===== config.mk =====
export PLATFORM = sky130hd
export DESIGN_NAME = modbus_rtu_read_holding_master_top
export DESIGN_NICKNAME = d
export VERILOG_FILES = /design/src/design/mbrtu_pkg.sv /design/src/design/modbus_rtu_read_holding_master_top.sv /design/src/design/mbrtu_front.sv /design/src/design/mbrtu_back.sv /design/src/design/mbrtu_outq.sv
export SDC_FILE = /design/constraint.sdc
export NUM_CORES = 1
export LEC_CHECK = 0
export ABC_AREA = 1
export BUFFER_PORTS_ARGS = -buffer_cell sky130_fd_sc_hd__buf_2
export CAP_MARGIN = 0
export CORE_MARGIN = 4
export CORE_UTILIZATION = 37
export DETAILED_ROUTE_END_ITERATION = 8
export PLACE_DENSITY = 0.65
export SKIP_CTS_REPAIR_TIMING = 1
export SKIP_LAST_GASP = 1
export SLEW_MARGIN = 15
export SYNTH_ARGS = -nofsm -noshare
export SYNTH_HDL_FRONTEND = slang
export SYNTH_HIERARCHICAL = 1
export SYNTH_SLANG_ARGS = --single-unit

===== constraint.sdc =====
create_clock -name clk -period 4.9 [get_ports clk]
set_input_delay 0.98 -clock clk [delete_from_list [all_inputs] [get_ports clk]]
set_output_delay 0.98 -clock clk [all_outputs]
set_load 0.01 [all_outputs]

===== src/design/mbrtu_pkg.sv =====
// Shared types and constants for the Modbus RTU read-holding-registers master.
package mbrtu_pkg;

  typedef enum logic [1:0] {
    CMD_START = 2'd0,
    CMD_BYTE  = 2'd1,
    CMD_TICK  = 2'd2,
    CMD_NONE  = 2'd3
  } cmd_t;

  typedef enum logic [1:0] {
    KIND_TX     = 2'd0,
    KIND_WORD   = 2'd1,
    KIND_STATUS = 2'd2
  } kind_t;

  typedef enum logic [2:0] {
    ST_OK        = 3'd0,
    ST_BUSY      = 3'd1,
    ST_BAD_PARAM = 3'd2,
    ST_TIMEOUT   = 3'd3,
    ST_CRC_ERROR = 3'd4,
    ST_EXCEPTION = 3'd5
  } status_t;

  typedef enum logic [2:0] {
    EX_IDLE,
    EX_CRC,
    EX_TXOUT,
    EX_WORDS,
    EX_STAT
  } exec_state_t;

  localparam logic [15:0] CRC_INIT   = 16'hFFFF;
  localparam logic [15:0] CRC_POLY   = 16'hA001;
  localparam logic [7:0]  FUNC_READ  = 8'h03;
  localparam logic [7:0]  FUNC_EXC   = 8'h83;
  localparam logic [7:0]  EXC_BIT    = 8'h80;
  localparam logic [7:0]  FUNC_MASK  = 8'h7F;
  localparam logic [6:0]  EXC_LEN    = 7'd5;

  // Item handed from the front to the back.
  typedef struct packed {
    cmd_t        cmd;
    logic [7:0]  slave_id;
    logic [15:0] start_register;
    logic [7:0]  register_count;
    logic [15:0] timeout_ticks;
    logic [7:0]  rx_data;
    logic        bad;
  } fitem_t;

  typedef struct packed {
    kind_t       kind;
    logic [15:0] data_word;
    status_t     status;
    logic        last;
  } res_t;

endpackage


===== src/design/modbus_rtu_read_holding_master_top.sv =====
// Modbus RTU master, function 0x03: issues the request frame and decodes the reply.
// Each start, received byte or tick item is queued by the 2-entry front queue, then run by the
// back one at a time. A received byte is taken and then folded into the bit-serial CRC; the
// byte that completes a reply then outputs its register words if the reply is good, and
// always the status. An accepted start runs the CRC over the request and then outputs the
// request frame; a rejected start or a tick that times out outputs a status, and any other
// tick or byte while idle is only taken. Output stalls while the 2-entry result queue is full.
module modbus_rtu_read_holding_master_top #(
  parameter int MAX_REGISTERS = 16
) (
  input  logic        clk,
  input  logic        rst_n,
  input  logic        push,
  output logic        full,
  input  logic [1:0]  in_command,
  input  logic [7:0]  in_slave_id,
  input  logic [15:0] in_start_register,
  input  logic [7:0]  in_register_count,
  input  logic [15:0] in_timeout_ticks,
  input  logic [7:0]  in_rx_data,
  output logic        empty,
  input  logic        pop,
  output logic [1:0]  out_kind,
  output logic [15:0] out_data_word,
  output logic [2:0]  out_status,
  output logic        out_last
);
  mbrtu_pkg::fitem_t fin, qitem;
  mbrtu_pkg::res_t   res, rout;
  logic qv, qt, rv, rr;

  always_comb begin
    fin.cmd            = mbrtu_pkg::cmd_t'(in_command);
    fin.slave_id       = in_slave_id;
    fin.start_register = in_start_register;
    fin.register_count = in_register_count;
    fin.timeout_ticks  = in_timeout_ticks;
    fin.rx_data        = in_rx_data;
    fin.bad            = 1'b0;
  end

  mbrtu_front #(.MAX_REGISTERS(MAX_REGISTERS)) u_front (
    .clk, .rst_n, .push, .full, .item_in(fin),
    .q_valid(qv), .q_take(qt), .q_item(qitem)
  );

  mbrtu_back #(.MAX_REGISTERS(MAX_REGISTERS)) u_back (
    .clk, .rst_n, .q_valid(qv), .q_take(qt), .q_item(qitem),
    .res_valid(rv), .res_ready(rr), .res(res)
  );

  mbrtu_outq u_outq (
    .clk, .rst_n, .wr_valid(rv), .wr_ready(rr), .wr_data(res),
    .empty, .pop, .rd_data(rout)
  );

  assign out_kind      = rout.kind;
  assign out_data_word = rout.data_word;
  assign out_status    = rout.status;
  assign out_last      = rout.last;
endmodule


===== src/design/mbrtu_front.sv =====
// Front stage: classifies items and queues them for the back stage.
module mbrtu_front #(
  parameter int MAX_REGISTERS = 16
) (
  input  logic                clk,
  input  logic                rst_n,
  input  logic                push,
  output logic                full,
  input  mbrtu_pkg::fitem_t   item_in,
  output logic                q_valid,
  input  logic                q_take,
  output mbrtu_pkg::fitem_t   q_item
);
  mbrtu_pkg::fitem_t mem_r [2];
  logic [1:0] cnt_r;
  logic       wp_r, rp_r;
  mbrtu_pkg::fitem_t cls;
  logic do_push, do_pop;

  always_comb begin
    cls = item_in;
    cls.bad = (item_in.slave_id == 8'd0) || (item_in.register_count == 8'd0) ||
              ({1'b0, item_in.register_count} > 9'(MAX_REGISTERS));
  end

  assign full    = (cnt_r == 2'd2);
  assign do_push = push && !full;
  assign q_valid = (cnt_r != 2'd0);
  assign do_pop  = q_take && q_valid;
  assign q_item  = mem_r[rp_r];

  always_ff @(posedge clk) begin
    if (do_push) mem_r[wp_r] <= cls;
    if (!rst_n) begin
      cnt_r <= '0; wp_r <= 1'b0; rp_r <= 1'b0;
    end else begin
      if (do_push) wp_r <= ~wp_r;
      if (do_pop)  rp_r <= ~rp_r;
      cnt_r <= cnt_r + 2'(do_push) - 2'(do_pop);
    end
  end
endmodule


===== src/design/mbrtu_back.sv =====
// Back stage: protocol state, bit-serial CRC, register store, result sequencing.
module mbrtu_back #(
  parameter int MAX_REGISTERS = 16
) (
  input  logic              clk,
  input  logic              rst_n,
  input  logic              q_valid,
  output logic              q_take,
  input  mbrtu_pkg::fitem_t q_item,
  output logic              res_valid,
  input  logic              res_ready,
  output mbrtu_pkg::res_t   res
);
  localparam int CW = $clog2(MAX_REGISTERS + 1);
  localparam int IW = (MAX_REGISTERS > 1) ? $clog2(MAX_REGISTERS) : 1;

  mbrtu_pkg::exec_state_t st_r, st_nxt;
  mbrtu_pkg::fitem_t it_r;
  logic        busy_r;
  logic [7:0]  slave_r;
  logic [CW-1:0] reqcnt_r;
  logic [6:0]  exp_r, rcv_r;
  logic [15:0] elap_r, tlim_r, crc_r, wcrc_r;
  logic [7:0]  func_r, bcnt_r, hi_r;
  logic        smatch_r;
  logic [15:0] store_r [MAX_REGISTERS];
  logic [15:0] rd_r;
  logic [2:0]  bit_r;
  logic [2:0]  byte_r;   // tx byte index / crc byte index
  logic [CW-1:0] widx_r;
  mbrtu_pkg::status_t fst_r;
  logic        judge_r;

  logic [7:0] tx_byte;
  logic [15:0] crc_in, crc_step;
  logic [15:0] nelap;
  logic [7:0] ncount8;

  always_comb begin
    case (byte_r)
      3'd0: tx_byte = it_r.slave_id;
      3'd1: tx_byte = mbrtu_pkg::FUNC_READ;
      3'd2: tx_byte = it_r.start_register[15:8];
      3'd3: tx_byte = it_r.start_register[7:0];
      3'd4: tx_byte = 8'd0;
      3'd5: tx_byte = it_r.register_count;
      3'd6: tx_byte = wcrc_r[7:0];
      default: tx_byte = wcrc_r[15:8];
    endcase
  end

  // one CRC bit per cycle; byte xor at bit 0
  always_comb begin
    crc_in   = (bit_r == 3'd0) ?
               (wcrc_r ^ {8'd0, (it_r.cmd == mbrtu_pkg::CMD_START) ? tx_byte : it_r.rx_data})
               : wcrc_r;
    crc_step = crc_in[0] ? ((crc_in >> 1) ^ mbrtu_pkg::CRC_POLY) : (crc_in >> 1);
  end

  assign nelap   = (elap_r == 16'hFFFF) ? elap_r : elap_r + 16'd1;
  assign ncount8 = 8'({reqcnt_r, 1'b0});

  always_comb begin
    st_nxt = st_r;
    case (st_r)
      mbrtu_pkg::EX_IDLE: begin
        if (q_valid) begin
          case (q_item.cmd)
            mbrtu_pkg::CMD_START: st_nxt = (q_item.bad || busy_r) ?
                                           mbrtu_pkg::EX_STAT : mbrtu_pkg::EX_CRC;
            mbrtu_pkg::CMD_BYTE:  st_nxt = busy_r ? mbrtu_pkg::EX_CRC : mbrtu_pkg::EX_IDLE;
            mbrtu_pkg::CMD_TICK:  st_nxt = (busy_r && nelap >= tlim_r) ?
                                           mbrtu_pkg::EX_STAT : mbrtu_pkg::EX_IDLE;
            default: st_nxt = mbrtu_pkg::EX_IDLE;
          endcase
        end
      end
      mbrtu_pkg::EX_CRC: begin
        if (bit_r == 3'd7) begin
          if (it_r.cmd == mbrtu_pkg::CMD_START) begin
            if (byte_r == 3'd5) st_nxt = mbrtu_pkg::EX_TXOUT;
          end else if (judge_r) begin
            st_nxt = mbrtu_pkg::EX_WORDS;
          end else begin
            st_nxt = mbrtu_pkg::EX_IDLE;
          end
        end
      end
      mbrtu_pkg::EX_TXOUT:
        if (res_ready && byte_r == 3'd7) st_nxt = mbrtu_pkg::EX_IDLE;
      mbrtu_pkg::EX_WORDS:
        if (fst_r != mbrtu_pkg::ST_OK || widx_r == reqcnt_r) st_nxt = mbrtu_pkg::EX_STAT;
      mbrtu_pkg::EX_STAT:
        if (res_ready) st_nxt = mbrtu_pkg::EX_IDLE;
      default: st_nxt = mbrtu_pkg::EX_IDLE;
    endcase
  end

  logic word_out;
  assign word_out = (st_r == mbrtu_pkg::EX_WORDS) && (fst_r == mbrtu_pkg::ST_OK) &&
                    (widx_r != reqcnt_r);

  always_comb begin
    q_take    = (st_r == mbrtu_pkg::EX_IDLE) && q_valid;
    res_valid = 1'b0;
    res       = '0;
    case (st_r)
      mbrtu_pkg::EX_TXOUT: begin
        res_valid     = 1'b1;
        res.kind      = mbrtu_pkg::KIND_TX;
        res.data_word = {8'd0, tx_byte};
        res.last      = (byte_r == 3'd7);
      end
      mbrtu_pkg::EX_WORDS: begin
        res_valid     = word_out;
        res.kind      = mbrtu_pkg::KIND_WORD;
        res.data_word = rd_r;
      end
      mbrtu_pkg::EX_STAT: begin
        res_valid  = 1'b1;
        res.kind   = mbrtu_pkg::KIND_STATUS;
        res.status = fst_r;
        res.last   = 1'b1;
      end
      default: ;
    endcase
  end

  logic [6:0] idx;
  assign idx = rcv_r;

  always_ff @(posedge clk) begin
    // registered store read, advanced as words are taken
    if (st_r == mbrtu_pkg::EX_CRC || (word_out && res_ready))
      rd_r <= store_r[IW'((word_out && res_ready) ? widx_r + CW'(1) : CW'(0))];
    if (!rst_n) begin
      st_r <= mbrtu_pkg::EX_IDLE;
      busy_r <= 1'b0; slave_r <= '0; reqcnt_r <= '0; exp_r <= '0; rcv_r <= '0;
      elap_r <= '0; tlim_r <= '0; crc_r <= mbrtu_pkg::CRC_INIT; func_r <= '0;
      bcnt_r <= '0; hi_r <= '0; smatch_r <= 1'b0; bit_r <= '0; byte_r <= '0;
      widx_r <= '0; fst_r <= mbrtu_pkg::ST_OK; judge_r <= 1'b0;
    end else begin
      st_r <= st_nxt;
      case (st_r)
        mbrtu_pkg::EX_IDLE: if (q_valid) begin
          it_r   <= q_item;
          bit_r  <= '0;
          byte_r <= '0;
          widx_r <= '0;
          wcrc_r <= (q_item.cmd == mbrtu_pkg::CMD_START) ? mbrtu_pkg::CRC_INIT : crc_r;
          case (q_item.cmd)
            mbrtu_pkg::CMD_START:
              fst_r <= q_item.bad ? mbrtu_pkg::ST_BAD_PARAM : mbrtu_pkg::ST_BUSY;
            mbrtu_pkg::CMD_BYTE: if (busy_r) begin
              if (rcv_r == 7'd0) smatch_r <= (q_item.rx_data == slave_r);
              else if (rcv_r == 7'd1) begin
                func_r <= q_item.rx_data;
                if (q_item.rx_data == mbrtu_pkg::FUNC_EXC) exp_r <= mbrtu_pkg::EXC_LEN;
              end else if (rcv_r == 7'd2) bcnt_r <= q_item.rx_data;
              else if (idx + 7'd2 < exp_r) begin
                if (idx[0]) hi_r <= q_item.rx_data;   // off even <=> idx odd
                else if (7'(({1'b0, idx} - 8'd3) >> 1) < 7'(MAX_REGISTERS))
                  store_r[IW'((idx - 7'd3) >> 1)] <= {hi_r, q_item.rx_data};
              end
              rcv_r   <= idx + 7'd1;
              judge_r <= (idx + 7'd1 >= ((rcv_r == 7'd1 && q_item.rx_data ==
                         mbrtu_pkg::FUNC_EXC) ? mbrtu_pkg::EXC_LEN : exp_r));
            end
            mbrtu_pkg::CMD_TICK: if (busy_r) begin
              elap_r <= nelap;
              if (nelap >= tlim_r) begin
                busy_r <= 1'b0;
                fst_r  <= mbrtu_pkg::ST_TIMEOUT;
              end
            end
            default: ;
          endcase
        end
        mbrtu_pkg::EX_CRC: begin
          wcrc_r <= crc_step;
          bit_r  <= bit_r + 3'd1;
          if (bit_r == 3'd7) begin
            if (it_r.cmd == mbrtu_pkg::CMD_START) begin
              byte_r <= (byte_r == 3'd5) ? 3'd0 : byte_r + 3'd1;
              if (byte_r == 3'd5) begin
                busy_r <= 1'b1; slave_r <= it_r.slave_id;
                reqcnt_r <= CW'(it_r.register_count);
                exp_r <= 7'd5 + {it_r.register_count[5:0], 1'b0};
                rcv_r <= '0; elap_r <= '0; tlim_r <= it_r.timeout_ticks;
                crc_r <= mbrtu_pkg::CRC_INIT; func_r <= '0; bcnt_r <= '0;
                hi_r <= '0; smatch_r <= 1'b0;
              end
            end else begin
              crc_r <= crc_step;
              if (judge_r) begin
                busy_r <= 1'b0;
                if (crc_step != 16'd0) fst_r <= mbrtu_pkg::ST_CRC_ERROR;
                else if (!smatch_r || (func_r & mbrtu_pkg::FUNC_MASK) != mbrtu_pkg::FUNC_READ ||
                         (func_r & mbrtu_pkg::EXC_BIT) != 8'd0 || bcnt_r != ncount8)
                  fst_r <= mbrtu_pkg::ST_EXCEPTION;
                else fst_r <= mbrtu_pkg::ST_OK;
              end
            end
          end
        end
        mbrtu_pkg::EX_TXOUT: if (res_ready) byte_r <= byte_r + 3'd1;
        mbrtu_pkg::EX_WORDS: if (word_out && res_ready) widx_r <= widx_r + CW'(1);
        default: ;
      endcase
    end
  end
endmodule


===== src/design/mbrtu_outq.sv =====
// Output queue holding result items until popped.
module mbrtu_outq (
  input  logic            clk,
  input  logic            rst_n,
  input  logic            wr_valid,
  output logic            wr_ready,
  input  mbrtu_pkg::res_t wr_data,
  output logic            empty,
  input  logic            pop,
  output mbrtu_pkg::res_t rd_data
);
  mbrtu_pkg::res_t mem_r [2];
  logic [1:0] cnt_r;
  logic wp_r, rp_r, do_w, do_r;

  assign wr_ready = (cnt_r != 2'd2);
  assign empty    = (cnt_r == 2'd0);
  assign do_w     = wr_valid && wr_ready;
  assign do_r     = pop && !empty;
  assign rd_data  = mem_r[rp_r];

  always_ff @(posedge clk) begin
    if (do_w) mem_r[wp_r] <= wr_data;
    if (!rst_n) begin
      cnt_r <= '0; wp_r <= 1'b0; rp_r <= 1'b0;
    end else begin
      if (do_w) wp_r <= ~wp_r;
      if (do_r) rp_r <= ~rp_r;
      cnt_r <= cnt_r + 2'(do_w) - 2'(do_r);
    end
  end
endmodule


==> run_results.csv <==
group,metric,value,unit
pwr,vdd.ir_drop.worst,0.000309,V
timing,tightest_slew,1.08,ns
critical_path,critPathMaxFanout,57,
clock_tree,clock_latency,0.61,ns
critical_path,r2r_slack,1.25,ns
clock_tree,number_of_h_tree_branching_levels,3,
floorplanning,fp.dieArea,0.0797,mm^2
critical_path,crit_path_start_kind,"flop",
timing,final.setup_skew,0.0256,ns
detailed_routing,wirelength,68.1,mm
timing,rsz0062_at_grt,"false",
timing,number_of_pins_with_negative_max_slew_slack_in_the_final_report,0,
detailed_routing,route.detailed.wl_per_inst,18.2,um
timing,slew_headroom,0.278,
detailed_routing,met3RoutedLength,5.22,mm
critical_path,worst_path_largest_cell_delay,0.87,ns
timing,setup_viol_count_final,0,
final_layout,layout.nets,2839,
grt,number_of_global_route_vias_before_repair,17500,
clock_tree,cts-root-to-sink-buffers,3,
pwr,power_per_cell_area,457,mW/mm^2
pwr,leakagePower,12.4,nW
timing,totalNegativeSetupSlack,0,ns
logic_synthesis,syn_nets,2736,
final_layout,antenna_cells_inserted,0,
grt,largest_net_degree_at_the_start_of_global_routing,82,
detailed_routing,avgViaCountPerCell,5.06,
grt,global_route_wire_length_before_repair,104,mm
critical_path,critical_path.top_delay_family,"simple AND/OR/NAND/NOR gates",
critical_path,cp_data_arrival_time,3.99,ns
critical_path,critPathBufInv,2,
detailed_routing,firstDrtPassIters,5,
floorplanning,core_area,0.0746,mm^2
critical_path,cp_cell_sequence,"nand3_1 > buf_4 > nor4_2 > nand2_2 > nor2_8 > nand2_4 > inv_2 > nand2_1 > nand3_1 > nand3_1 > nand3_1 > nand2_1",
floorplanning,placement_rows,100,
clock_tree,cts-buffers-inserted,67,
clock_tree,cts_tree,"yes",
placement,gpl.final_weighted_congestion,0.880,
placement,hpwlAfterDp,43.3,mm
logic_synthesis,synth_cells,2623,
timing,maxClockFrequency,274,MHz
timing,finalHoldViolations,0,
detailed_routing,maxUsedRoutingLayer,"met4",
critical_path,critical_path.most_common_cell,"nand3_1",
detailed_routing,route.met2.wl,30.4,mm
job,max_cap_violations,0,
logic_synthesis,syn-mean-instance-area,10.6,um^2
clock_tree,cts_sinks,637,
placement,portBuffers,85,
floorplanning,die_h,282,um
final_layout,fillCellCount,6933,
timing,fin_crit,3.65,ns
timing,final.period_utilization,0.744,
detailed_routing,wl_met1,31.0,mm
final_layout,syn2layout_area_growth,13.5,%
detailed_routing,via_count,18900,
clock_tree,clk_pin_slew_worst_paths,0.06,ns
detailed_routing,final_antenna_violating_net_count,0,
floorplanning,chipWidth,282,um
clock_tree,clock_tree.root_cell,"clkbuf_16",
critical_path,crit_required,5.24,ns
pwr,report.power.total,14.5,mW
final_layout,drive_gt1_frac,0.131,
grt,globalRoute.totalOverflow,0,
grt,grt_util_all_layers,0.168,
critical_path,critical_path.endpoint_type,"flop",
floorplanning,initial_core_util,0.373,
logic_synthesis,netlist_area,0.0278,mm^2
grt,antenna_violations_before_repair,1,
detailed_routing,post_route_drc,0,
floorplanning,boundaryPins,86,
detailed_routing,drt_first_iter_violations,1813,
final_layout,final_common_cell,"edfxtp_1",
logic_synthesis,yosys_warnings,6,
min_path,hold_path.class,"flop to flop",
final_layout,mostFrequentLayoutCells,"508 x edfxtp_1, 442 x nand2_1, 322 x inv_1",
status,run_status,"finished clean",
critical_path,crit_type,"flop to flop",
critical_path,crit_slowest_cell,"inv_2",
final_layout,fraction_of_the_core_area_covered_by_cells_at_the_end_of_the_flow,0.424,
[tightest hold or removal path, cell delays in order (launching register included)]
cell and delay (ns):
dfxtp_1 0.32, a21oi_1 0.06, o21ai_0 0.06
[worst paths after layout]
kind                            depth (start not counted)             from               to
worst max-delay path                                   12   u_back/st_r[1]   u_back/rd_r[8]
worst min-delay path                                    2  u_back/crc_r[1]  u_back/crc_r[1]
worst max register to register                         12   u_back/st_r[1]   u_back/rd_r[8]
worst min register to register                          2  u_back/crc_r[1]  u_back/crc_r[1]
[state kept, by name, indices dropped and copies added (netlist names), 7 cells and up, named ones only]
name,count
u_front/mem_r,118
u_back/func_r,8
u_back/exp_r,7
u_back/rd_r,16
u_back/bcnt_r,8
u_back/idx,7
u_back/elap_r,16
u_back/it_r,58
u_back/store_r,256
u_back/wcrc_r,16
u_back/slave_r,8
u_outq/mem_r,44
u_back/tlim_r,16
u_back/hi_r,8
u_back/crc_r,16
[final cells by class]
cell class	count	area [um^2]	area share
clock buffers	90	1850	0.0584
multi-input cells	1546	8280	0.262
repair buffers	141	846	0.0268
inverters	333	1250	0.0396
well taps	969	1210	0.0383
flip-flops and latches	637	17800	0.564
clock inverters	30	343	0.0108
[metrics by stage]
step           hold WS, ns  cell area (um^2)  setup WS, ns  instances
3_5_place_dp         0.462             29400          1.30       3626
3_3_place_gp         0.455             29400          1.31       3626
6_report             0.474             31600          1.25       3746
2_1_floorplan        0.441             27900         0.529       2623
5_1_grt              0.509             31600         0.918       3746
4_1_cts              0.475             31600          1.28       3746
[power breakdown]
| part | switching (mW) | leakage, nW | internal [mW] |
|---|---|---|---|
| Combinational | 1.79 | 5.66 | 0.787 |
| Clock | 2.10 | 1.08 | 2.99 |
| Sequential | 0.263 | 5.62 | 6.54 |
[metal layers]
metal	vias up	GRT usage
met5	-	0
met4	0	0.0467
met3	101	0.0277
met2	693	0.260
met1	9017	0.247
li1	9134	-
No activity file was read; power rests on OpenSTA's default activity.
